## src/ppcd_pkg.sv

```systemverilog
package ppcd_pkg;

    // query point carried from front to back
    typedef struct packed {
        logic signed [23:0] z;
        logic signed [23:0] y;
        logic signed [23:0] x;
    } t_point;

    // one stored facet row
    typedef struct packed {
        logic [24:0]        inv;
        logic signed [23:0] bound;
        logic signed [15:0] cz;
        logic signed [15:0] cy;
        logic signed [15:0] cx;
    } t_facet;

    // back-side status seen by the front
    typedef struct packed {
        logic queue_empty;
        logic back_busy;
    } t_drain;

    localparam int SL_W   = 43;
    localparam int HI_W   = 57;
    localparam int LO_W   = 56;
    localparam int DIST_W = 46;

    localparam logic [24:0] RECIP_ONE = 25'h1000000;

endpackage

```

## src/ppcd_queue.sv

```systemverilog
module ppcd_queue (
    input  logic            i_clk,
    input  logic            i_rst_n,
    input  logic            i_push,
    input  ppcd_pkg::t_point i_data,
    output logic            o_full,
    input  logic            i_pop,
    output ppcd_pkg::t_point o_data,
    output logic            o_empty
);
    import ppcd_pkg::*;

    t_point     r_mem [2];
    logic       r_wr, n_wr;
    logic       r_rd, n_rd;
    logic [1:0] r_cnt, n_cnt;
    logic       do_push, do_pop;

    assign do_push = i_push && (r_cnt != 2'd2);
    assign do_pop  = i_pop && (r_cnt != 2'd0);

    // pointer and fill bookkeeping
    always_comb begin
        n_wr  = do_push ? ~r_wr : r_wr;
        n_rd  = do_pop ? ~r_rd : r_rd;
        n_cnt = r_cnt + 2'(do_push) - 2'(do_pop);
    end

    always_ff @(posedge i_clk) begin
        if (!i_rst_n) begin
            r_wr  <= 1'b0;
            r_rd  <= 1'b0;
            r_cnt <= 2'd0;
        end else begin
            r_wr  <= n_wr;
            r_rd  <= n_rd;
            r_cnt <= n_cnt;
        end
    end

    // entry storage
    always_ff @(posedge i_clk) begin
        if (do_push) begin
            r_mem[r_wr] <= i_data;
        end
    end

    assign o_data  = r_mem[r_rd];
    assign o_full  = (r_cnt == 2'd2);
    assign o_empty = (r_cnt == 2'd0);
endmodule

```

## config.mk

```make
export PLATFORM = sky130hd
export DESIGN_NAME = ppcd_queue
export DESIGN_NICKNAME = d
export VERILOG_FILES = /design/src/ppcd_pkg.sv /design/src/ppcd_queue.sv
export SDC_FILE = /design/constraint.sdc
export NUM_CORES = 1
export LEC_CHECK = 0
export BUFFER_PORTS_ARGS = -buffer_cell sky130_fd_sc_hd__clkbuf_2
export CAP_MARGIN = 5
export CORE_ASPECT_RATIO = 0.7
export CORE_UTILIZATION = 35
export CTS_BUF_LIST = sky130_fd_sc_hd__clkbuf_8
export DETAILED_ROUTE_END_ITERATION = 16
export PLACE_DENSITY = 0.56
export RECOVER_POWER = 25
export REMOVE_ABC_BUFFERS = 1
export SLEW_MARGIN = 15
export SYNTH_ARGS = -nofsm -noshare
export SYNTH_HDL_FRONTEND = slang
export SYNTH_SLANG_ARGS = --single-unit
```

## constraint.sdc

```tcl
create_clock -name i_clk -period 9.3 [get_ports i_clk]
set_clock_uncertainty 0.2 [all_clocks]
set_input_delay 0.465 -clock i_clk [delete_from_list [all_inputs] [get_ports i_clk]]
set_output_delay 0.465 -clock i_clk [all_outputs]
set_load 0.005 [all_outputs]
```

=== Word level (Yosys, flattened, before mapping) ===
Memories as Yosys holds them, arrays and structs flattened. A register that Yosys moved wholly into a read port is not among the register bits.
Index checks and enable logic that the tools add are counted.

* Register bits: 4
* Memory bits (writable): 144
* Input bits: 76
* Output and inout bits: 74
* Logic and storage cells: 18
* Memories kept: 1

* $add $sub $neg: 2
* Equality and inequality tests: 2
* Multiplexer cells: 4
* Bitwise operators: 2
* Reductions and logical operators: 4

{| class="wikitable"
|+ Memories
! name !! depth !! width !! read ports !! clocked after memory_dff !! write ports !! line !! RTL
|-
| r_mem || 2 || 72 || 1 || 1 || 1 || ppcd_queue.sv:13 || <nowiki>t_point r_mem [2];</nowiki>
|}

{| class="wikitable"
|+ Operator list
! cell !! number
|-
| 1-bit 2-to-1 mux || 4
|-
| 2-bit by 1-bit adder with 2-bit output || 1
|-
| 2-bit equality test (second input constant) || 1
|-
| 1-bit logical AND || 2
|-
| 2-bit logical NOT || 1
|-
| 2-bit inequality test (second input constant) || 1
|-
| 1-bit NOT || 2
|-
| 2-bit nonzero test || 1
|-
| 2-bit by 1-bit subtractor with 2-bit output || 1
|}

=== Longest topological paths before layout ===
* Depth in word-level cells: 4
* Mapped depth: 8
* Gate-level depth less buffers: 8

=== Worst setup path before layout ===
OpenSTA, ideal clock, no wires.

* Kind: register to register
* From: register r_cnt[0]
* To: memory r_mem[0][0] (netlist bit) (enable)
* Library setup time: 0.502 ns
* Arrival time: 3.596 ns
* Data required time: 8.598 ns
* Setup slack: 5.001 ns
* Stages on the path, launching flop included: 4
* Path buffers: 0
* Clock period less this slack: 4.299 ns
* Cells stage by stage: dfxtp_1 -> nand2b_1 -> nand2_1 -> nor2_1

* Word-level cells in the longest chain between the ends: 4

{| class="wikitable"
|+ RTL lines
! item !! line !! RTL
|-
| start, declared || ppcd_queue.sv:16 || <nowiki>logic [1:0] r_cnt, n_cnt;</nowiki>
|-
| start signal, assigned || ppcd_queue.sv:37 || <nowiki>r_cnt <= n_cnt;</nowiki>
|-
| 2-bit inequality test || ppcd_queue.sv:19 || <nowiki>assign do_push = i_push && (r_cnt != 2'd2);</nowiki>
|-
| 1-bit logical AND || ppcd_queue.sv:19 ||
|-
| 1-bit 2-to-1 mux || ppcd_queue.sv:43 || <nowiki>if (do_push) begin</nowiki>
|-
| 1-bit 2-to-1 mux (not written as such) || ppcd_queue.sv:44 || <nowiki>r_mem[r_wr] <= i_data;</nowiki>
|-
| end, declared || ppcd_queue.sv:13 ||
|}

Every way passes these cells.

==> run metrics <==
cell area after placement=6680 µm²; total area of sequential cells=4430 µm²; Die Wd=156 µm; # diodes=0; Data arrival, critical path=2480 ps; Post-Syn Instances=251; worst path cell trace=buf_4 > mux2_2 > clkbuf_2; row count=38; Post-synth EDFFs=144; TNS Setup=0 ps; Synth async-reset ratio=0; Cell Int Power=1430 µW; vias in the first global route=3070; first-pass GRT wire length=15200 µm; DR DRC count=0; grt total ovfl=0; setup bufs post-CTS=0; critical path data required time=8640 ps; sw frac=0.266; clk slew on worst S/H paths=80 ps; syn_area_per_cell=23.0 µm²; RePlAce Congestion=0.680; hold path start=i_data[46]; final setup vio count=0; Post-Route WL=10100 µm; initial antenna violation count=0; CTS buffer count=17; Net Sw Power=519 µW; RSZ-0062 raised after global routing=false; share of post-route cells with drive strength above 1=0.471; core area=15800 µm²; leading area contributor after synthesis=edfxtp_1; Sequential Power Share=0.475; Bufs and invs on worst path=2; pins over their slew limit=0; Clock Path Buffers=2; CTS tree=yes; Min Hold Slack=39.9 ps; crit-path max FO=38; yosys warns=0; RR Startpoint=r_cnt[0]; FMAX=0.318 GHz; Tightest Hold Check Type=input port to register; reg2reg end=r_mem[0][42]; Gate power share=0.263; crit-path leading delay family=buffers and inverters; setup ws final=6160 ps; critical path endpoint category=primary output; Fillers=1383; initial core utilization=0.365; distinct cell type count after synthesis=18; final worst path period share=0.338; Synth Flop Type=edfxtp_1; P_leak=0.00296 µW; Fin. Hold Viols=0; Layout Nets=547; placed cells=614; clock root buffer=clkbuf_8; worst hold stages=1; Avg WL per Cell=14.5 µm; area of the multi-input gates=1210 µm²; Seq cells post-synth=149; Seq/Total Area, Yosys=0.765; CP peak stage delay=790 ps; most numerous cell in the Yosys netlist=edfxtp_1; Design Area, Final=7620 µm²; GRT Total Usage=0.121; DR vias=2944; die area=17000 µm²; Startpoint Class=register; DRT iter0 DRCs=126; via/cell ratio=4.19; pwr dens=256 nW/µm²; DRT Pass-1 Iters=4; Post-DP HPWL=6050 µm; Gates resized, CTS repair=0; top-area cell type share of the netlist area=0.748; mapped cell area=5780 µm²; Worst slew margin=0.306; Hold EP=r_mem[1][46]; Synth area leaders=edfxtp_1 75%, mux2_4 18%, buf_12 2.4%; CP Class=register to primary output; H-Tree Depth=4; Slowest-stage cell, CP=dfxtp_4; status=complete, no violations; FF-to-FF setup slack=7120 ps; IO Count=150; Reg2Reg Depth=4; area grow syn2layout=31.8%; largest net degree at the start of global routing=73; synth cell count leaders=144 x edfxtp_1, 70 x mux2_4, 7 x buf_12, 5 x dfxtp_1, 5 x nor2_1; CTS sink count=149; Port Buffer Count=149; Die Span Y=110 µm; Place WS=6570 ps; min cycle time layout=3140 ps; Slew @ Worst Pin=1040 ps; max_cap viols=0; Non-Filler Instances=702; clock latency on the worst-skew pair=430 ps; post-route ant nets=0; clock share of power=0.262; peak supply drop=0.103 mV
-- registers in the layout, indices dropped and copies added (netlist names), named ones only --
signal  flops
r_cnt       2
r_rd        1
r_wr        1
r_mem     144
-- metrics by stage --
step | total power, µW | util
after detailed placement | 1450 | 0.422
final | 1950 | 0.481
after global routing | 2050 | 0.481
after global placement | 1440 | 0.422
after CTS | 1980 | 0.477
after floorplan | 1290 | -
-- worst max-delay path by stage --
| stage | startpoint | endpoint | cells after the start |
|---|---|---|---|
| final | register | o_data[71] | 3 |
| after global placement | register | o_data[71] | 3 |
| after global routing | register | o_data[71] | 3 |
| after CTS | register | o_data[71] | 3 |
| after detailed placement | register | o_data[71] | 3 |
| after floorplan | r_cnt[0] | r_mem[0][0] | 3 |
-- area by class of cell --
type	count	share of cell area
Clock buffer	17	0.0307
Clock inverter	15	0.0233
Inverter	3	0.00148
Multi-Input combinational cell	91	0.159
Sequential cell	149	0.581
Tap cell	220	0.0361
Timing Repair Buffer	207	0.169
-- power by group through the flow --
stage          logic, µW  registers (µW)  clock network, µW
2_1_floorplan        330             959                  0
3_3_place_gp         504             939                  0
3_5_place_dp         505             946                  0
4_1_cts              523             931                530
5_1_grt              557             939                557
6_report             513             928                511
-- cell usage in the layout, fill, tap and decap left out --
cell	count
nor2_1	4
dfxtp_1	4
dfxtp_4	1
clkbuf_2	121
edfxtp_1	144
inv_6	3
nor2_4	1
clkbuf_8	17
nand2b_1	2
clkinv_4	4
ha_1	2
clkinv_1	2
buf_4	2
clkinvlp_4	2
clkbuf_1	28
mux2_2	2
and2_1	2
o21a_1	1
mux2i_1	1
dlygate4sd3_1	56
nor3_1	1
bufinv_16	3
nand2_1	2
inv_1	4
xor2_1	1
xnor2_1	1
and3_4	1
mux2_4	70
-- routing by layer --
layer | GRT usage | up-vias | share of wire
met1 | 0.142 | 1402 | 0.45
met3 | 0.0520 | 9 | 0.074
met4 | 0.0441 | 0 | 0.0078
met2 | 0.200 | 112 | 0.47
li1 | - | 1421 | -
met5 | 0 | - | 0
-- logic make-up after synthesis --
family | count (synthesis) | share of synthesized area
multiplexers | 73 | 0.187
AND/OR/NAND/NOR | 13 | 0.0108
XOR/XNOR | 2 | 0.00303
adder cells (fa/ha/maj) | 2 | 0.00433
AO/OA/AOI/OAI | 1 | 0.00130
flip-flops | 149 | 0.765
buffers and inverters | 11 | 0.0281
-- timing repair --
item / in CTS / in global routing
hold endpoints to repair: 79 / 21
endpoints found under the setup margin: 0 / 0
hold buffers: 45 / 11
Note: power is estimated with default switching activity, not from simulation.
