$ cat src/ppcd_ram.sv
module ppcd_ram #(
    parameter int WIDTH = 97,
    parameter int DEPTH = 16
) (
    input  logic                                   i_clk,
    input  logic                                   i_wr_en,
    input  logic [(DEPTH > 1 ? $clog2(DEPTH) : 1)-1:0] i_wr_addr,
    input  logic [WIDTH-1:0]                       i_wr_data,
    input  logic                                   i_rd_en,
    input  logic [(DEPTH > 1 ? $clog2(DEPTH) : 1)-1:0] i_rd_addr,
    output logic [WIDTH-1:0]                       o_rd_data
);
    logic [WIDTH-1:0] r_mem [DEPTH];
    logic [WIDTH-1:0] r_rd_data;

    // one write port, one registered read port
    always_ff @(posedge i_clk) begin
        if (i_wr_en) begin
            r_mem[i_wr_addr] <= i_wr_data;
        end
        if (i_rd_en) begin
            r_rd_data <= r_mem[i_rd_addr];
        end
    end

    assign o_rd_data = r_rd_data;
endmodule

$ cat config.mk
export PLATFORM = sky130hd
export DESIGN_NAME = ppcd_ram
export DESIGN_NICKNAME = d
export VERILOG_FILES = /design/src/ppcd_ram.sv
export SDC_FILE = /design/constraint.sdc
export NUM_CORES = 1
export LEC_CHECK = 0
export BUFFER_PORTS_ARGS = -buffer_cell sky130_fd_sc_hd__buf_2
export CORE_AREA = 3 3 498 500
export CTS_CLUSTER_SIZE = 40
export DETAILED_ROUTE_END_ITERATION = 12
export DIE_AREA = 0 0 501 503
export MAX_ROUTING_LAYER = met4
export PLACE_DENSITY = 0.44
export SLEW_MARGIN = 20
export SYNTH_ARGS = -nofsm -noshare
export SYNTH_HDL_FRONTEND = slang
export SYNTH_SLANG_ARGS = --single-unit
$ cat constraint.sdc
create_clock -name i_clk -period 21.3 [get_ports i_clk]
set_input_delay 3.195 -clock i_clk [delete_from_list [all_inputs] [get_ports i_clk]]
set_output_delay 3.195 -clock i_clk [all_outputs]
set_load 0.02 [all_outputs]
Word level (Yosys, flattened, before mapping)

Memories as Yosys holds them, arrays and structs flattened. A register that Yosys moved wholly into a read port is not among the register bits.
Cells that the tools add are included.

Bits in registers: 0
Bits in writable memories: 1552
Bits of input ports: 108
Output and inout bits: 97
Logic and storage cells: 3
Memories: 1

Muxes and demuxes: 2

Memory list:

| memory | words | bits a word | read ports | clocked after memory_dff | write ports | line | RTL |
|---|---|---|---|---|---|---|---|
| r_mem  | 16    | 97          | 1          | 1                        | 1           | 13   | `logic [WIDTH-1:0] r_mem [DEPTH];` |

Operator list:

| kind              | count |
|---|---|
| 1-bit two-way mux | 2 |

Depth between registers and ports, before layout

Gate-level depths: netlist of run 1.

Depth after elaboration: 2
Gate-level depth with buffers: 6
Depth with buffers taken out: 3

Worst setup path after synthesis of run 1

No wires, ideal clock.

Path kind: input-to-reg
Start point: input i_wr_addr[2] (netlist name)
End point: memory r_mem[0][0] (enable)
Library setup time: 673 ps
Data arrival time: 10270 ps
Required time: 20627 ps
Path slack: 10357 ps
Stages: 2
Buffers on the path: 0
Path through: or3b_2 > nor3_1

RTL lines:

| what            | line | RTL |
|---|---|---|
| start, declared | 7    | `input logic [(DEPTH > 1 ? $clog2(DEPTH) : 1)-1:0] i_wr_addr,` |
| end, declared   | 13   |  |

No word-level cell before the write port.

==> results_dict.tcl, run 1 <==
set metrics [dict create \
    grt_pass1_wl_um 230000 \
    power.switching_mw 1.479 \
    fin_crit_sh_pct 30.47 \
    post_cts_buffers 0 \
    critical_path_class "primary input to register" \
    drtAntennaViolNets 0 \
    met1Wirelength_um 71070 \
    ys_warn_count 0 \
    ios 205 \
    tns_ns 0 \
    p_leak_nw 21.99 \
    drt_pass1_iterations 6 \
    grt_pass1_vias 28846 \
    cpMostUsedCell "buf_4" \
    wl_um 164400 \
    cts-resized-gates 0 \
    rsz0062_at_grt "false" \
    whs_path_depth 3 \
    overflow 0 \
    ys_seq_elements 1649 \
    slew_headroom_pct 29.38 \
    wl_per_cell_um 26.74 \
    top_layer "met4" \
    die_x_um 501 \
    status "completed" \
    cts_tree "built" \
    setup_viol 0 \
    grt_max_degree 98 \
    worstSetupEndpointType "register" \
    wl_met3_um 9218 \
    fillers 23523 \
    syn_to_final_growth_pct 17.18 \
    clock.fmax_mhz 154.1 \
    via_per_inst 4.475 \
    nets 2888 \
    peakVddDrop_mv 0.07439 \
    slew_violations 0 \
    cp-start-kind "primary input" \
    synth_area_um2 60840 \
    pwr-share-clk_pct 41.7 \
    dp_hpwl_um 75960 \
    dieArea_um2 252000 \
    tightestPinTransition_ns 1.059 \
    final_common_cell "edfxtp_1" \
    intPower_mw 5.411 \
    drive_gt1_share_pct 30.72 \
    die_h_um 503 \
    cts_hold_buf 0 \
    met2_length_um 80840 \
    layout_common_cells "edfxtp_1, mux4_2, buf_2" \
    antenna_found_initial 68 \
    power_density_nw_per_um2 96.65 \
    maxCapViolations 0 \
    routabilityCongestion 0.6813 \
    critPathMaxStageDelay_ns 0.78 \
    syn_inst 2484 \
    drcViolationCount 0 \
    hold_viol 0 \
    finalClockSkew_ns 0.02633 \
    cts.sinks 1649 \
    min_period_ns 6.489 \
    clk_latency_ns 0.79 \
    rrSetupSlack_ns 19.74 \
    r2r-end "o_rd_data[74]" \
    hp-class "register to register" \
    cts-root-buf "clkbuf_16" \
    combPwrFrac_pct 4.8 \
    rows 181 \
    cts_buffers 169 \
    vias 27512 \
    synth_cell_types 17 \
    numPortBuffers 204 \
    crit_arrival_ns 7.02 \
    clk_pin_slew_ns 0.06 \
    cp_cell_sequence "buf_8 > buf_4 > buf_4 > buf_4 > mux4_2 > a22oi_1 > nand2_1" \
    total_power_mw 6.890 \
    start_util_pct 24.99 \
    synth_nets 2592 \
    fp.coreArea_um2 243500 \
    required_ns 21.83 \
    r2r_start "r_mem[0][74]" \
    hp-start "r_mem[14][18]" \
    htree_levels 4 \
    clockBufferDepth 3 \
    path_max_fanout 54 \
    reg2regPathDepth 3 \
    p_seq_share_pct 53.4 \
    grt_usage_pct 13.28 \
    drt_iter0_markers 2318 \
    switching_share_pct 21.47 \
    ys_seq_area_share_pct 81.39 \
    hold_end "o_rd_data[18]" \
    syn_area_per_cell_um2 24.49 \
    crit_slowest_cell "buf_4" \
]
[sequential cells by signal, summed over array words and instances, names as in the netlist]
signal	cells
o_rd_data	97
r_mem	1552
[worst max-delay path, delay by kind of cell]
kind            cells  cell delay, ns
buf+inv             4            2.76
simple gates        1            0.08
compound gates      1            0.23
mux                 1            0.60
[worst max path at each step]
stage	start	end	cells past startpoint
2_1_floorplan	i_wr_addr[2]	r_mem[0][0]	2
3_3_place_gp	i_rd_addr[0]	o_rd_data[30]	7
3_5_place_dp	i_rd_addr[0]	o_rd_data[26]	7
4_1_cts	i_rd_addr[0]	o_rd_data[27]	7
5_1_grt	i_rd_addr[0]	o_rd_data[26]	7
6_report	i_rd_addr[0]	o_rd_data[26]	7
[synthesized netlist by cell type]
| master | count | area, um2 |
|---|---|---|
| a22oi_1 | 194 | 1456 |
| and2_1 | 1 | 6.260 |
| buf_1 | 26 | 97.59 |
| buf_2 | 21 | 105.1 |
| buf_4 | 26 | 195.2 |
| buf_6 | 3 | 33.78 |
| clkbuf_1 | 53 | 198.9 |
| edfxtp_1 | 1649 | 49520 |
| mux4_2 | 388 | 8738 |
| nand2_1 | 98 | 367.9 |
| nand2b_1 | 2 | 12.51 |
| nand3_1 | 1 | 5.000 |
| nand3b_1 | 2 | 15.01 |
| nor2_1 | 13 | 48.80 |
| nor2b_1 | 2 | 12.51 |
| nor3_1 | 4 | 20.02 |
| or3b_2 | 1 | 8.760 |
[power groups by stage]
stage / clock network [mW] / logic [mW] / registers, mW
after floorplan: 0 / 0.171 / 3.77
after global placement: 0 / 0.342 / 3.75
after detailed placement: 0 / 0.344 / 3.75
after CTS: 2.97 / 0.345 / 3.68
after global routing: 3.11 / 0.362 / 3.69
final: 2.88 / 0.332 / 3.68
[metrics by stage]
stage | cells | instance area [um2] | hold slack [ns] | utilization (%) | worst slack (ns)
after floorplan | 2484 | 60840 | 0.7103 | - | 10.36
after global placement | 5811 | 65920 | 0.7268 | 27.08 | 13.81
after detailed placement | 5811 | 65920 | 0.7286 | 27.08 | 13.79
after CTS | 6119 | 71220 | 0.7428 | 29.25 | 14.67
after global routing | 6145 | 71280 | 0.7689 | 29.28 | 14.33
final | 6148 | 71290 | 0.7387 | 29.28 | 14.81
[routing by layer]
metal,vias up,track usage [%]
li1,11412,-
met1,15151,17.13
met2,696,21.49
met3,253,2.971
met4,0,2.847
met5,-,-
[cells by family (layout without fill, tap and decap cells)]
| group | after synthesis | count (layout) | synth area share (%) |
|---|---|---|---|
| multiplexers | 388 | 388 | 14.36 |
| AO/OA/AOI/OAI | 194 | 194 | 2.394 |
| buffers and inverters | 129 | 562 | 1.036 |
| flip-flops | 1649 | 1649 | 81.39 |
| other | 0 | 29 | 0 |
| AND/OR/NAND/NOR | 124 | 124 | 0.8164 |
[area by class of cell]
cell class | count | area, um2 | share of cell area [%]
Clock inverter | 89 | 770.7 | 1.081
Tap cell | 3202 | 4006 | 5.620
Multi-Input combinational cell | 706 | 10830 | 15.19
Timing Repair Buffer | 254 | 1573 | 2.206
Sequential cell | 1649 | 49520 | 69.46
Antenna cell | 29 | 72.57 | 0.1018
Clock buffer | 219 | 4523 | 6.345
Power figures use the tool's default switching activity.
==> run 2: changes to the inputs <==
==> constraint.sdc (replaced) <==
create_clock -name i_clk -period 6.7 [get_ports i_clk]
set_input_delay 1.005 -clock i_clk [delete_from_list [all_inputs] [get_ports i_clk]]
set_output_delay 1.005 -clock i_clk [all_outputs]
set_load 0.02 [all_outputs]
==> run 2 against run 1 <==
  * Global-route usage is essentially flat
  * Cell count is essentially flat
  * Non-clock buffer count grew 1
  * Total power grew to 3.2 times the previous value
  * Clock-buffer cell count shrank 1
  * Critical path type unchanged
  * Largest cell class unchanged
  * Highest routed layer unchanged
==> results_dict.tcl, run 2 (synthesis results as in run 1) <==
set metrics [dict create \
    status "completed" \
    cts-resized-gates 0 \
    crit_arrival_ns 3.22 \
    regMostFlops "r_mem" \
    via_per_inst 4.437 \
    post_cts_buffers 0 \
    cts.sinks 1649 \
    drcViolationCount 0 \
    drive_gt1_share_pct 30.65 \
    path_max_fanout 70 \
    cts_hold_buf 0 \
    finalClockSkew_ns 0.03066 \
    fin_crit_sh_pct 40.27 \
    crit_slowest_cell "mux4_2" \
    drt_pass1_iterations 5 \
    power_density_nw_per_um2 305.9 \
    crit_buf_inv 2 \
    p_seq_share_pct 53.6 \
    clk_latency_ns 0.79 \
    cts_tree "built" \
    critical_path_class "primary input to register" \
    wl_um 163400 \
    cp_cell_sequence "buf_8 > buf_12 > mux4_2 > a22oi_1 > nand2_1" \
    total_power_mw 21.87 \
    antenna_found_initial 50 \
    grt_pass1_vias 29292 \
    crit_start "i_rd_addr[0]" \
    vias 27283 \
    fin_area_um2 71500 \
    hp-start "i_wr_data[21]" \
    clockBufferDepth 3 \
    largest_reg_flops 1552 \
    drtAntennaViolNets 0 \
    fillers 23524 \
    dieArea_um2 252000 \
    required_ns 7.22 \
    final_common_cell "edfxtp_1" \
    cp_top_family "buffers and inverters" \
    numPortBuffers 204 \
    cts-root-buf "clkbuf_16" \
    die_h_um 503 \
    slew_headroom_pct 31.96 \
    grt_usage_pct 13.25 \
    layout_common_cells "edfxtp_1, mux4_2, buf_2" \
    rows 181 \
    dp_cells 5812 \
    intPower_mw 17.12 \
    worstSetupEndpointType "register" \
    grt_max_degree 98 \
    power.switching_mw 4.750 \
    fp.coreArea_um2 243500 \
    clock.fmax_mhz 370.7 \
    combPwrFrac_pct 4.9 \
    start_util_pct 24.99 \
    overflow 0 \
    final_util_pct 29.37 \
    pwr-share-clk_pct 41.6 \
    dp_hpwl_um 76010 \
    grt_pass1_wl_um 230700 \
    syn_to_final_growth_pct 17.52 \
    fin_cells 6149 \
    min_period_ns 2.698 \
    cts_buffers 172 \
    routabilityCongestion 0.6566 \
    tns_ns 0 \
    place_area_um2 66130 \
    r2r_start "r_mem[7][25]" \
    p_leak_nw 22.09 \
    nets 2892 \
    htree_levels 4 \
    setup_slack_ns 4.002 \
    maxCapViolations 0 \
    critPathMaxStageDelay_ns 0.58 \
    fin_hold_ws_ns 0.5918 \
    die_x_um 501 \
    clk_pin_slew_ns 0.06 \
    ios 205 \
    place_ws_ns 3.079 \
    peakVddDrop_mv 0.2372 \
    cp-start-kind "primary input" \
    hp-class "primary input to register" \
    rsz0062_at_grt "false" \
    switching_share_pct 21.72 \
    wl_per_cell_um 26.58 \
    drt_iter0_markers 2253 \
    setup_viol 0 \
    hold_viol 0 \
    tightestPinTransition_ns 1.021 \
    slew_violations 0 \
]
[run 2: power by group through the flow]
stage | Sequential [mW] | Clock, mW | Combinational, mW
after global placement | 11.9 | 0 | 1.09
after floorplan | 12.0 | 0 | 0.545
after detailed placement | 11.9 | 0 | 1.10
after global routing | 11.7 | 9.84 | 1.16
final | 11.7 | 9.10 | 1.06
after CTS | 11.7 | 9.39 | 1.10
[run 2: worst register-to-register path, stage by stage (launching register included)]
cell	delay, ns
edfxtp_1	0.36
mux4_2	0.51
a22oi_1	0.27
nand2_1	0.09
[run 2: layout make-up]
type | count | area [um2] | area share, %
Antenna cell | 20 | 50.05 | 0.07000
Clock buffer | 218 | 4562 | 6.380
Clock inverter | 99 | 754.5 | 1.055
Multi-Input combinational cell | 706 | 10850 | 15.18
Sequential cell | 1649 | 49520 | 69.26
Tap cell | 3202 | 4006 | 5.603
Timing Repair Buffer | 255 | 1755 | 2.455
[run 2: final timing paths]
path,end,slack [ns],cells past startpoint
setup / recovery,o_rd_data[87],4.00,5
hold / removal,r_mem[6][21],0.59,1
setup reg to reg,o_rd_data[25],5.23,3
hold reg to reg,o_rd_data[48],0.72,3
[run 2: routing by layer]
metal / global-route usage [%] / wire [um] / up-vias
li1: - / - / 11397
met1: 16.75 / 70310 / 14973
met2: 22.09 / 82300 / 673
met3: 2.796 / 8215 / 240
met4: 2.591 / 2611 / 0
met5: - / 0 / -
