`src/ppcd_pkg.sv`:
```
package ppcd_pkg;

    // query point carried from front to back
    typedef struct packed {
        logic signed [23:0] z;
        logic signed [23:0] y;
        logic signed [23:0] x;
    } t_point;

    // one stored facet row
    typedef struct packed {
        logic [24:0]        inv;
        logic signed [23:0] bound;
        logic signed [15:0] cz;
        logic signed [15:0] cy;
        logic signed [15:0] cx;
    } t_facet;

    // back-side status seen by the front
    typedef struct packed {
        logic queue_empty;
        logic back_busy;
    } t_drain;

    localparam int SL_W   = 43;
    localparam int HI_W   = 57;
    localparam int LO_W   = 56;
    localparam int DIST_W = 46;

    localparam logic [24:0] RECIP_ONE = 25'h1000000;

endpackage

```
`src/ppcd_front.sv`:
```
module ppcd_front #(
    parameter int MAX_FACETS = 16
) (
    input  logic                  i_clk,
    input  logic                  i_rst_n,
    input  logic                  i_push,
    output logic                  o_full,
    input  logic                  i_kind,
    input  logic [3:0]            i_facet_slot,
    input  logic signed [15:0]    i_coef_x,
    input  logic signed [15:0]    i_coef_y,
    input  logic signed [15:0]    i_coef_z,
    input  logic signed [23:0]    i_offset,
    input  logic signed [23:0]    i_point_x,
    input  logic signed [23:0]    i_point_y,
    input  logic signed [23:0]    i_point_z,
    output logic                  o_q_push,
    output ppcd_pkg::t_point      o_q_data,
    input  logic                  i_q_full,
    input  ppcd_pkg::t_drain      i_drain,
    output logic                  o_wr_en,
    output logic [(MAX_FACETS > 1 ? $clog2(MAX_FACETS) : 1)-1:0] o_wr_addr,
    output ppcd_pkg::t_facet      o_wr_data
);
    import ppcd_pkg::*;

    localparam int AW = (MAX_FACETS > 1) ? $clog2(MAX_FACETS) : 1;

    localparam logic [2:0] F_IDLE = 3'd0;
    localparam logic [2:0] F_WAIT = 3'd1;
    localparam logic [2:0] F_SQ   = 3'd2;
    localparam logic [2:0] F_ROOT = 3'd3;
    localparam logic [2:0] F_DIV  = 3'd4;
    localparam logic [2:0] F_WR   = 3'd5;

    logic [2:0]         r_state;
    logic [3:0]         r_slot;
    logic signed [15:0] r_cx, r_cy, r_cz;
    logic signed [23:0] r_b;
    logic [1:0]         r_d;
    logic [31:0]        r_sq;
    logic [31:0]        r_rem;
    logic [31:0]        r_root;
    logic [31:0]        r_bit;
    logic [4:0]         r_it;
    logic [15:0]        r_div;
    logic [15:0]        r_drem;
    logic [24:0]        r_dvd;

    logic               accept;
    logic               slot_ok;
    logic signed [15:0] sel;
    logic signed [31:0] prod;
    logic [31:0]        sq_sum;
    logic [32:0]        trial;
    logic               take;
    logic [31:0]        n_rem, n_root;
    logic [16:0]        rem_sh;
    logic               ge;

    assign o_full  = (r_state != F_IDLE) || i_q_full;
    assign accept  = i_push && !o_full;
    assign slot_ok = ({5'd0, i_facet_slot} < 9'(MAX_FACETS));

    // queries go straight into the queue
    assign o_q_push   = accept && i_kind;
    assign o_q_data.x = i_point_x;
    assign o_q_data.y = i_point_y;
    assign o_q_data.z = i_point_z;

    // squared norm, one coefficient a cycle
    always_comb begin
        case (r_d)
            2'd0:    sel = r_cx;
            2'd1:    sel = r_cy;
            default: sel = r_cz;
        endcase
        prod   = sel * sel;
        sq_sum = r_sq + unsigned'(prod);
    end

    // restoring square root step
    always_comb begin
        trial  = {1'b0, r_root} + {1'b0, r_bit};
        take   = ({1'b0, r_rem} >= trial);
        n_rem  = take ? (r_rem - trial[31:0]) : r_rem;
        n_root = take ? ((r_root >> 1) + r_bit) : (r_root >> 1);
    end

    // restoring division step
    always_comb begin
        rem_sh = {r_drem, r_dvd[24]};
        ge     = (rem_sh >= {1'b0, r_div});
    end

    always_ff @(posedge i_clk) begin
        if (!i_rst_n) begin
            r_state <= F_IDLE;
        end else begin
            case (r_state)
                F_IDLE: begin
                    if (accept && !i_kind && slot_ok) begin
                        r_state <= F_WAIT;
                    end
                end
                F_WAIT: begin
                    if (i_drain.queue_empty && !i_drain.back_busy) begin
                        r_state <= F_SQ;
                    end
                end
                F_SQ: begin
                    if (r_d == 2'd2) begin
                        r_state <= F_ROOT;
                    end
                end
                F_ROOT: begin
                    if (r_it == 5'd15) begin
                        r_state <= (n_root == 32'd0) ? F_WR : F_DIV;
                    end
                end
                F_DIV: begin
                    if (r_it == 5'd24) begin
                        r_state <= F_WR;
                    end
                end
                F_WR: begin
                    r_state <= F_IDLE;
                end
                default: begin
                    r_state <= F_IDLE;
                end
            endcase
        end
    end

    // facet datapath
    always_ff @(posedge i_clk) begin
        case (r_state)
            F_IDLE: begin
                r_slot <= i_facet_slot;
                r_cx   <= i_coef_x;
                r_cy   <= i_coef_y;
                r_cz   <= i_coef_z;
                r_b    <= i_offset;
                r_d    <= 2'd0;
                r_sq   <= 32'd0;
            end
            F_SQ: begin
                r_sq <= sq_sum;
                r_d  <= r_d + 2'd1;
                if (r_d == 2'd2) begin
                    r_rem  <= sq_sum;
                    r_root <= 32'd0;
                    r_bit  <= 32'h4000_0000;
                    r_it   <= 5'd0;
                end
            end
            F_ROOT: begin
                r_rem  <= n_rem;
                r_root <= n_root;
                r_bit  <= r_bit >> 2;
                if (r_it == 5'd15) begin
                    r_it   <= 5'd0;
                    r_div  <= n_root[15:0];
                    r_drem <= 16'd0;
                    if (n_root == 32'd0) begin
                        r_dvd <= 25'd0;
                    end else begin
                        r_dvd <= RECIP_ONE + 25'(n_root[15:1]);
                    end
                end else begin
                    r_it <= r_it + 5'd1;
                end
            end
            F_DIV: begin
                r_drem <= ge ? 16'(rem_sh - {1'b0, r_div}) : rem_sh[15:0];
                r_dvd  <= {r_dvd[23:0], ge};
                r_it   <= r_it + 5'd1;
            end
            default: begin
            end
        endcase
    end

    // table write
    assign o_wr_en         = (r_state == F_WR);
    assign o_wr_addr       = AW'({5'd0, r_slot});
    assign o_wr_data.inv   = r_dvd;
    assign o_wr_data.bound = r_b;
    assign o_wr_data.cx    = r_cx;
    assign o_wr_data.cy    = r_cy;
    assign o_wr_data.cz    = r_cz;
endmodule

```
`config.mk`:
```
export PLATFORM = sky130hd
export DESIGN_NAME = ppcd_front
export DESIGN_NICKNAME = d
export VERILOG_FILES = /design/src/ppcd_pkg.sv /design/src/ppcd_front.sv
export SDC_FILE = /design/constraint.sdc
export NUM_CORES = 1
export LEC_CHECK = 0
export BUFFER_PORTS_ARGS = -buffer_cell sky130_fd_sc_hd__buf_2
export CORE_MARGIN = 1
export CORE_UTILIZATION = 30
export CTS_CLUSTER_SIZE = 16
export DETAILED_ROUTE_END_ITERATION = 7
export GPL_TIMING_DRIVEN = 0
export HOLD_SLACK_MARGIN = 0.02
export PLACE_DENSITY = 0.51
export SETUP_SLACK_MARGIN = 0.02
export SYNTH_ARGS = -nofsm -noshare
export SYNTH_HDL_FRONTEND = slang
export SYNTH_SLANG_ARGS = --single-unit
```
`constraint.sdc`:
```
create_clock -name i_clk -period 8.1 [get_ports i_clk]
set_input_delay 1.62 -clock i_clk [delete_from_list [all_inputs] [get_ports i_clk]]
set_output_delay 1.62 -clock i_clk [all_outputs]
set_load 0.02 [all_outputs]
```
* After elaboration in Yosys (flattened, before gate mapping)
Index checks and enable logic that the tools add are counted.
** Storage, ports and cells
- Register bits after elaboration :: 271
- Input bits :: 155
- Output and inout bits :: 176
- Logic and storage cells :: 90
** Operators by class
- Add/sub/neg operators :: 8
- Multiply operators :: 1
- Order comparisons :: 2
- Eq/ne operators :: 15
- Muxes and demuxes :: 27
- Reduce and logical (&&, ||, !) cells :: 22
** Operator list (count)
- case mux 32 bit (2 select lines) :: 4
- 2-to-1 mux 32 bit :: 5
- case mux 16 bit (2 select lines) :: 2
- 2-to-1 mux 25 bit :: 2
- case mux 25 bit (2 select lines) :: 1
- adder 32 x 32 -> 33 bit :: 1
- greater-or-equal comparator 32 x 33 -> 1 bit :: 1
- adder 31 x 32 -> 32 bit :: 1
- adder 32 bit :: 1
- logical NOT 32 bit :: 1
- multiplier 16 x 16 -> 32 bit :: 1
- 2-to-1 mux 16 bit :: 2
- subtractor 32 bit :: 1
- adder 25 x 15 -> 25 bit (first input constant) :: 1
- greater-or-equal comparator 17 x 16 -> 1 bit :: 1
- subtractor 16 bit :: 1
- 2-to-1 mux 3 bit :: 5
- case mux 3 bit (5 select lines) :: 1
- case mux 5 bit (3 select lines) :: 1
- inequality test 2 bit (second input constant) :: 6
- 2-to-1 mux 5 bit :: 2
- AND reduction 2 bit :: 4
- == test 3 x 2 -> 1 bit (second input constant) :: 2
- == test 3 bit (second input constant) :: 2
- 18 further kinds :: 26

* Longest topological paths before layout
- Depth after elaboration :: 7
- Mapped depth :: 34
- Gate-level depth less buffers :: 31

* Least setup slack after synthesis
OpenSTA, ideal clock, no wires.
- Path kind :: register -> output
- Start :: register r_state[1]
- End :: output o_q_push
- Arrival time :: 7.554 ns
- Data required time :: 6.480 ns
- Setup slack :: -1.074 ns
- Cell stages (with the launch flop) :: 5
- Path buffers :: 1
- Cells stage by stage :: dfxtp_1 clkbuf_1 nor3_1 nand2b_1 nor2_1
** Between the ends
- Longest elaborated chain between the ends :: 5
** RTL lines
- from (decl) :: RTL line ppcd_front.sv:36 : logic [2:0] r_state;
- from (signal assigned) :: RTL line ppcd_front.sv:118 : r_state <= (n_root == 32'd0) ? F_WR : F_DIV;
- nonzero test 3 bit :: RTL line ppcd_front.sv:61 : assign o_full = (r_state != F_IDLE) || i_q_full;
- logical OR 1 bit :: RTL line ppcd_front.sv:61
- via o_full :: RTL line ppcd_front.sv:7 : output logic o_full,
- logical NOT 1 bit :: RTL line ppcd_front.sv:62 : assign accept = i_push && !o_full;
- logical AND 1 bit :: RTL line ppcd_front.sv:62
- logical AND 1 bit :: RTL line ppcd_front.sv:66 : assign o_q_push = accept && i_kind;
- to (decl) :: RTL line ppcd_front.sv:17 : output logic o_q_push,
The timed path passes the listed nets, and every way through them passes these cells.

* Final worst setup path
- Start :: register r_d[0]
- End :: register r_rem[29] (data pin)
** Between the ends
- Longest elaborated chain between the ends :: 6
- Elaborated cells between the ends (all ways) :: 7
- Classes of those cells :: add/sub: 1; mul: 1; eq/ne: 1; mux: 3; reduce/logical: 1
** RTL lines
- from (decl) :: RTL line ppcd_front.sv:40 : logic [1:0] r_d;
- from (signal assigned) :: RTL line ppcd_front.sv:150 : r_d <= r_d + 2'd1;
- == test 2 x 1 -> 1 bit or logical NOT 2 bit (tied branches) :: RTL line ppcd_front.sv:73 : case (r_d)
- case mux 16 bit (2 select lines) (*) :: RTL line ppcd_front.sv:73
- multiplier 16 x 16 -> 32 bit (*) :: RTL line ppcd_front.sv:78 : prod = sel * sel;
- adder 32 bit (*) :: RTL line ppcd_front.sv:79 : sq_sum = r_sq + unsigned'(prod);
- 2-to-1 mux 32 bit (*) :: RTL line ppcd_front.sv:151 : if (r_d == 2'd2) begin
- case mux 32 bit (2 select lines) (*) :: RTL line ppcd_front.sv:138 : case (r_state)
- to (signal assigned) :: RTL line ppcd_front.sv:152 : r_rem <= sq_sum;
- to (signal assigned) :: RTL line ppcd_front.sv:159 : r_rem <= n_rem;
- to (decl) :: RTL line ppcd_front.sv:42 : logic [31:0] r_rem;
Mark *: on every way between the ends. The rest lies on a longest branch, timed or not. The select of a mux whose other input is x is not followed.
A chain may end at the register's enable or synchronous reset.

==> results_dict.tcl <==
set metrics [dict create \
    status "finished clean" \
    clock_sinks 255 \
    wirelength_mm 67.17 \
    ys_top_cells_by_area "edfxtp_1 (30%), fa_1 (21%), ha_1 (10%), inv_1 (6.3%), xnor2_1 (3.2%)" \
    drt.antenna.violating_nets 0 \
    hp-class "flop to flop" \
    min_path_cells 1 \
    slowest_stage "fa_1" \
    start_util 0.3041 \
    n_antenna_cell 0 \
    die_area_um2 84660 \
    placeableCoreArea_um2 82370 \
    relSlewSlack 0.3120 \
    cts_tree "built" \
    antenna_found_initial 0 \
    synthFlopType "edfxtp_1" \
    critical_path_arrival_ps 8150 \
    drt_iter0_drc 904 \
    max_freq_mhz 127.4 \
    startpoint_type "flop" \
    worst_slew_pin_slew_ps 1032 \
    max_cap_violations 0 \
    vias_per_cell 4.634 \
    port_buffers 258 \
    drive_above_1_share 0.2035 \
    synth_top_area_frac 0.3021 \
    grt-ovfl-total 0 \
    syn_to_final_growth_pct 19.94 \
    finalSetupViolCount 0 \
    grt_use_total 0.1588 \
    ys_seq_area_frac 0.3045 \
    startpoint "r_d[0]" \
    clockBufferDepth 3 \
    path_class "flop to flop" \
    period_minus_slack_ps 7846 \
    grt_pass1_vias 18680 \
    cts_buffers 35 \
    fin_crit_sh 0.9687 \
    crit_path_frequent_cell "fa_1" \
    r2r_start "r_d[0]" \
    clk-insertion-delay-late_ps 580 \
    worst_setup_path_end_kind "flop" \
    wl_per_cell_um 17.03 \
    drtPass1Iterations 5 \
    num_rows 105 \
    grt_max_degree 42 \
    rrSetupSlack_ps 250 \
    finish.utilization 0.3647 \
    r2r_end "r_rem[29]" \
    synth_edf_count 252 \
    final_nets 3470 \
    gp_congestion 0.8504 \
    clockRootBuffer "clkbuf_16" \
    synth_area_leader_cell "edfxtp_1" \
    ys_warn_count 0 \
    hold_violations 0 \
    hpwl_mm 53.38 \
    post-route-drc-count 0 \
    yosysUniqueCellTypes 84 \
    fp.dieH_um 291.0 \
    vias 18280 \
    whs_ps 546.7 \
    async_reset_ff_frac 0 \
    grt_pass1_wl_mm 106.4 \
    crit_fanout 9 \
    required_ps 8400 \
    clock_skew_ps 36.78 \
    avgSynthCellArea_um2 9.976 \
    ys_seq_elements 255 \
    synth_fp_nets 3133 \
    slowest_delay_ps 530 \
    syn-cell-area_um2 25050 \
    die_x_um 291.0 \
    io_pins 331 \
    htree_levels 2 \
    syn-instance-count 2511 \
    clkTransAtPathRegs_ps 60 \
    cp-endpoint "r_rem[29]" \
    rr_worst_depth 28 \
    drv_slew 0 \
]
[per-stage QoR]
step / instances / setup slack (ps) / instance area [um^2] / setup TNS, ps
after floorplan: 2511 / 59.17 / 25050 / 0
after global placement: 3839 / -2828 / 27680 / -106650
after detailed placement: 3846 / -2754 / 27860 / -73360
after CTS: 3931 / 20.76 / 29620 / 0
after global routing: 3944 / -23.69 / 30040 / -40.89
final: 3944 / 253.7 / 30040 / 0
[critical path, delay by kind of cell, from the launching register on]
kind	cells	cell delay (ps)
buf+inv	8	720
xor+xnor	1	70
fa+ha+maj	8	3630
compound gates	6	1580
simple gates	4	840
flops	1	440
mux	1	260
[kinds of logic after synthesis]
kind of cell             count (synthesis)  share of synthesized area
AO/OA/AOI/OAI                          425                     0.1118
AND/OR/NAND/NOR                        626                     0.1154
multiplexers                            12                   0.005095
adder cells (fa/ha/maj)                467                     0.3130
XOR/XNOR                               146                    0.05105
buffers and inverters                  580                    0.09910
flip-flops                             255                     0.3045
[how the worst min path moves through the flow]
stage,from,endpoint,slack [ps]
2_1_floorplan,r_state[2],r_state[1],500
3_3_place_gp,r_dvd[22],r_dvd[23],530
3_5_place_dp,r_dvd[17],r_dvd[18],540
4_1_cts,r_dvd[17],r_dvd[18],550
5_1_grt,r_dvd[0],r_dvd[1],570
6_report,r_dvd[17],r_dvd[18],550
[registers in the layout, indices dropped and copies added, names as in the netlist]
name       cells
r_div         16
r_rem         32
r_state        3
r_it           5
r_sq          32
r_drem        16
r_d            2
r_b           24
o_wr_addr      4
r_cy          16
r_dvd         25
r_bit         16
r_root        32
r_cz          16
r_cx          16
[per-layer routing]
metal	track usage	up-vias	wire, um
met1	0.2156	8791	31030
met3	0.02260	91	2467
met2	0.2592	400	31740
met5	0	-	0
met4	0.05265	0	1929
li1	-	8995	-
[layout by cell type (no fill, tap or decap), types with 18 or more instances in the layout]
cell type	Yosys	final
a31oi_1	26	26
a21oi_1	116	101
a22o_1	18	18
clkbuf_16	0	38
nand3_1	30	30
edfxtp_1	252	252
xnor2_1	91	88
buf_4	74	106
a21o_1	33	26
ha_1	201	196
nor3_1	35	33
inv_1	421	411
xor2_1	55	55
clkbuf_1	64	47
buf_2	10	268
nand2_1	192	187
fa_1	266	261
nor2_1	212	198
and3_1	40	39
o21bai_1	18	18
o21ai_0	92	91
[synthesized netlist by cell type, types with 11 or more instances]
master	instances
o21ai_0	92
o21bai_1	18
a21o_1	33
and3_1	40
a31o_2	11
a21oi_1	116
nor2_1	212
clkbuf_1	64
o21a_1	15
a211oi_1	12
buf_4	74
nand3_1	30
a31oi_1	26
nand4_1	16
nor2b_1	15
xor2_1	55
and2_1	17
nor4_1	12
ha_1	201
o31ai_1	13
a22o_1	18
nand2b_1	17
nand2_1	192
nor3_1	35
edfxtp_1	252
inv_1	421
fa_1	266
xnor2_1	91
[final cells by class]
| cell class | instances | area, um^2 |
|---|---|---|
| inverters | 429 | 1652 |
| clock buffers | 39 | 890.9 |
| fillers | 8294 | 52330 |
| plain buffers | 146 | 1001 |
| flip-flops and latches | 255 | 7627 |
| well taps | 1070 | 1339 |
| clock inverters | 24 | 306.5 |
| multi-input cells | 1676 | 15400 |
| repair buffers | 305 | 1827 |
[repair_timing]
item | 4_1_cts | 5_1_grt
hold buffers | 0 | 0
gates resized for setup | 98 | 85
setup endpoints to repair | 46 | 14
cloned | 0 | 2
pin swaps | 11 | 25
hold endpoints to repair | 0 | 0
buffers inserted | 27 | 12
Power is not shown: default switching activity piles up to over one toggle a cycle in this logic, so the estimate is an artifact.
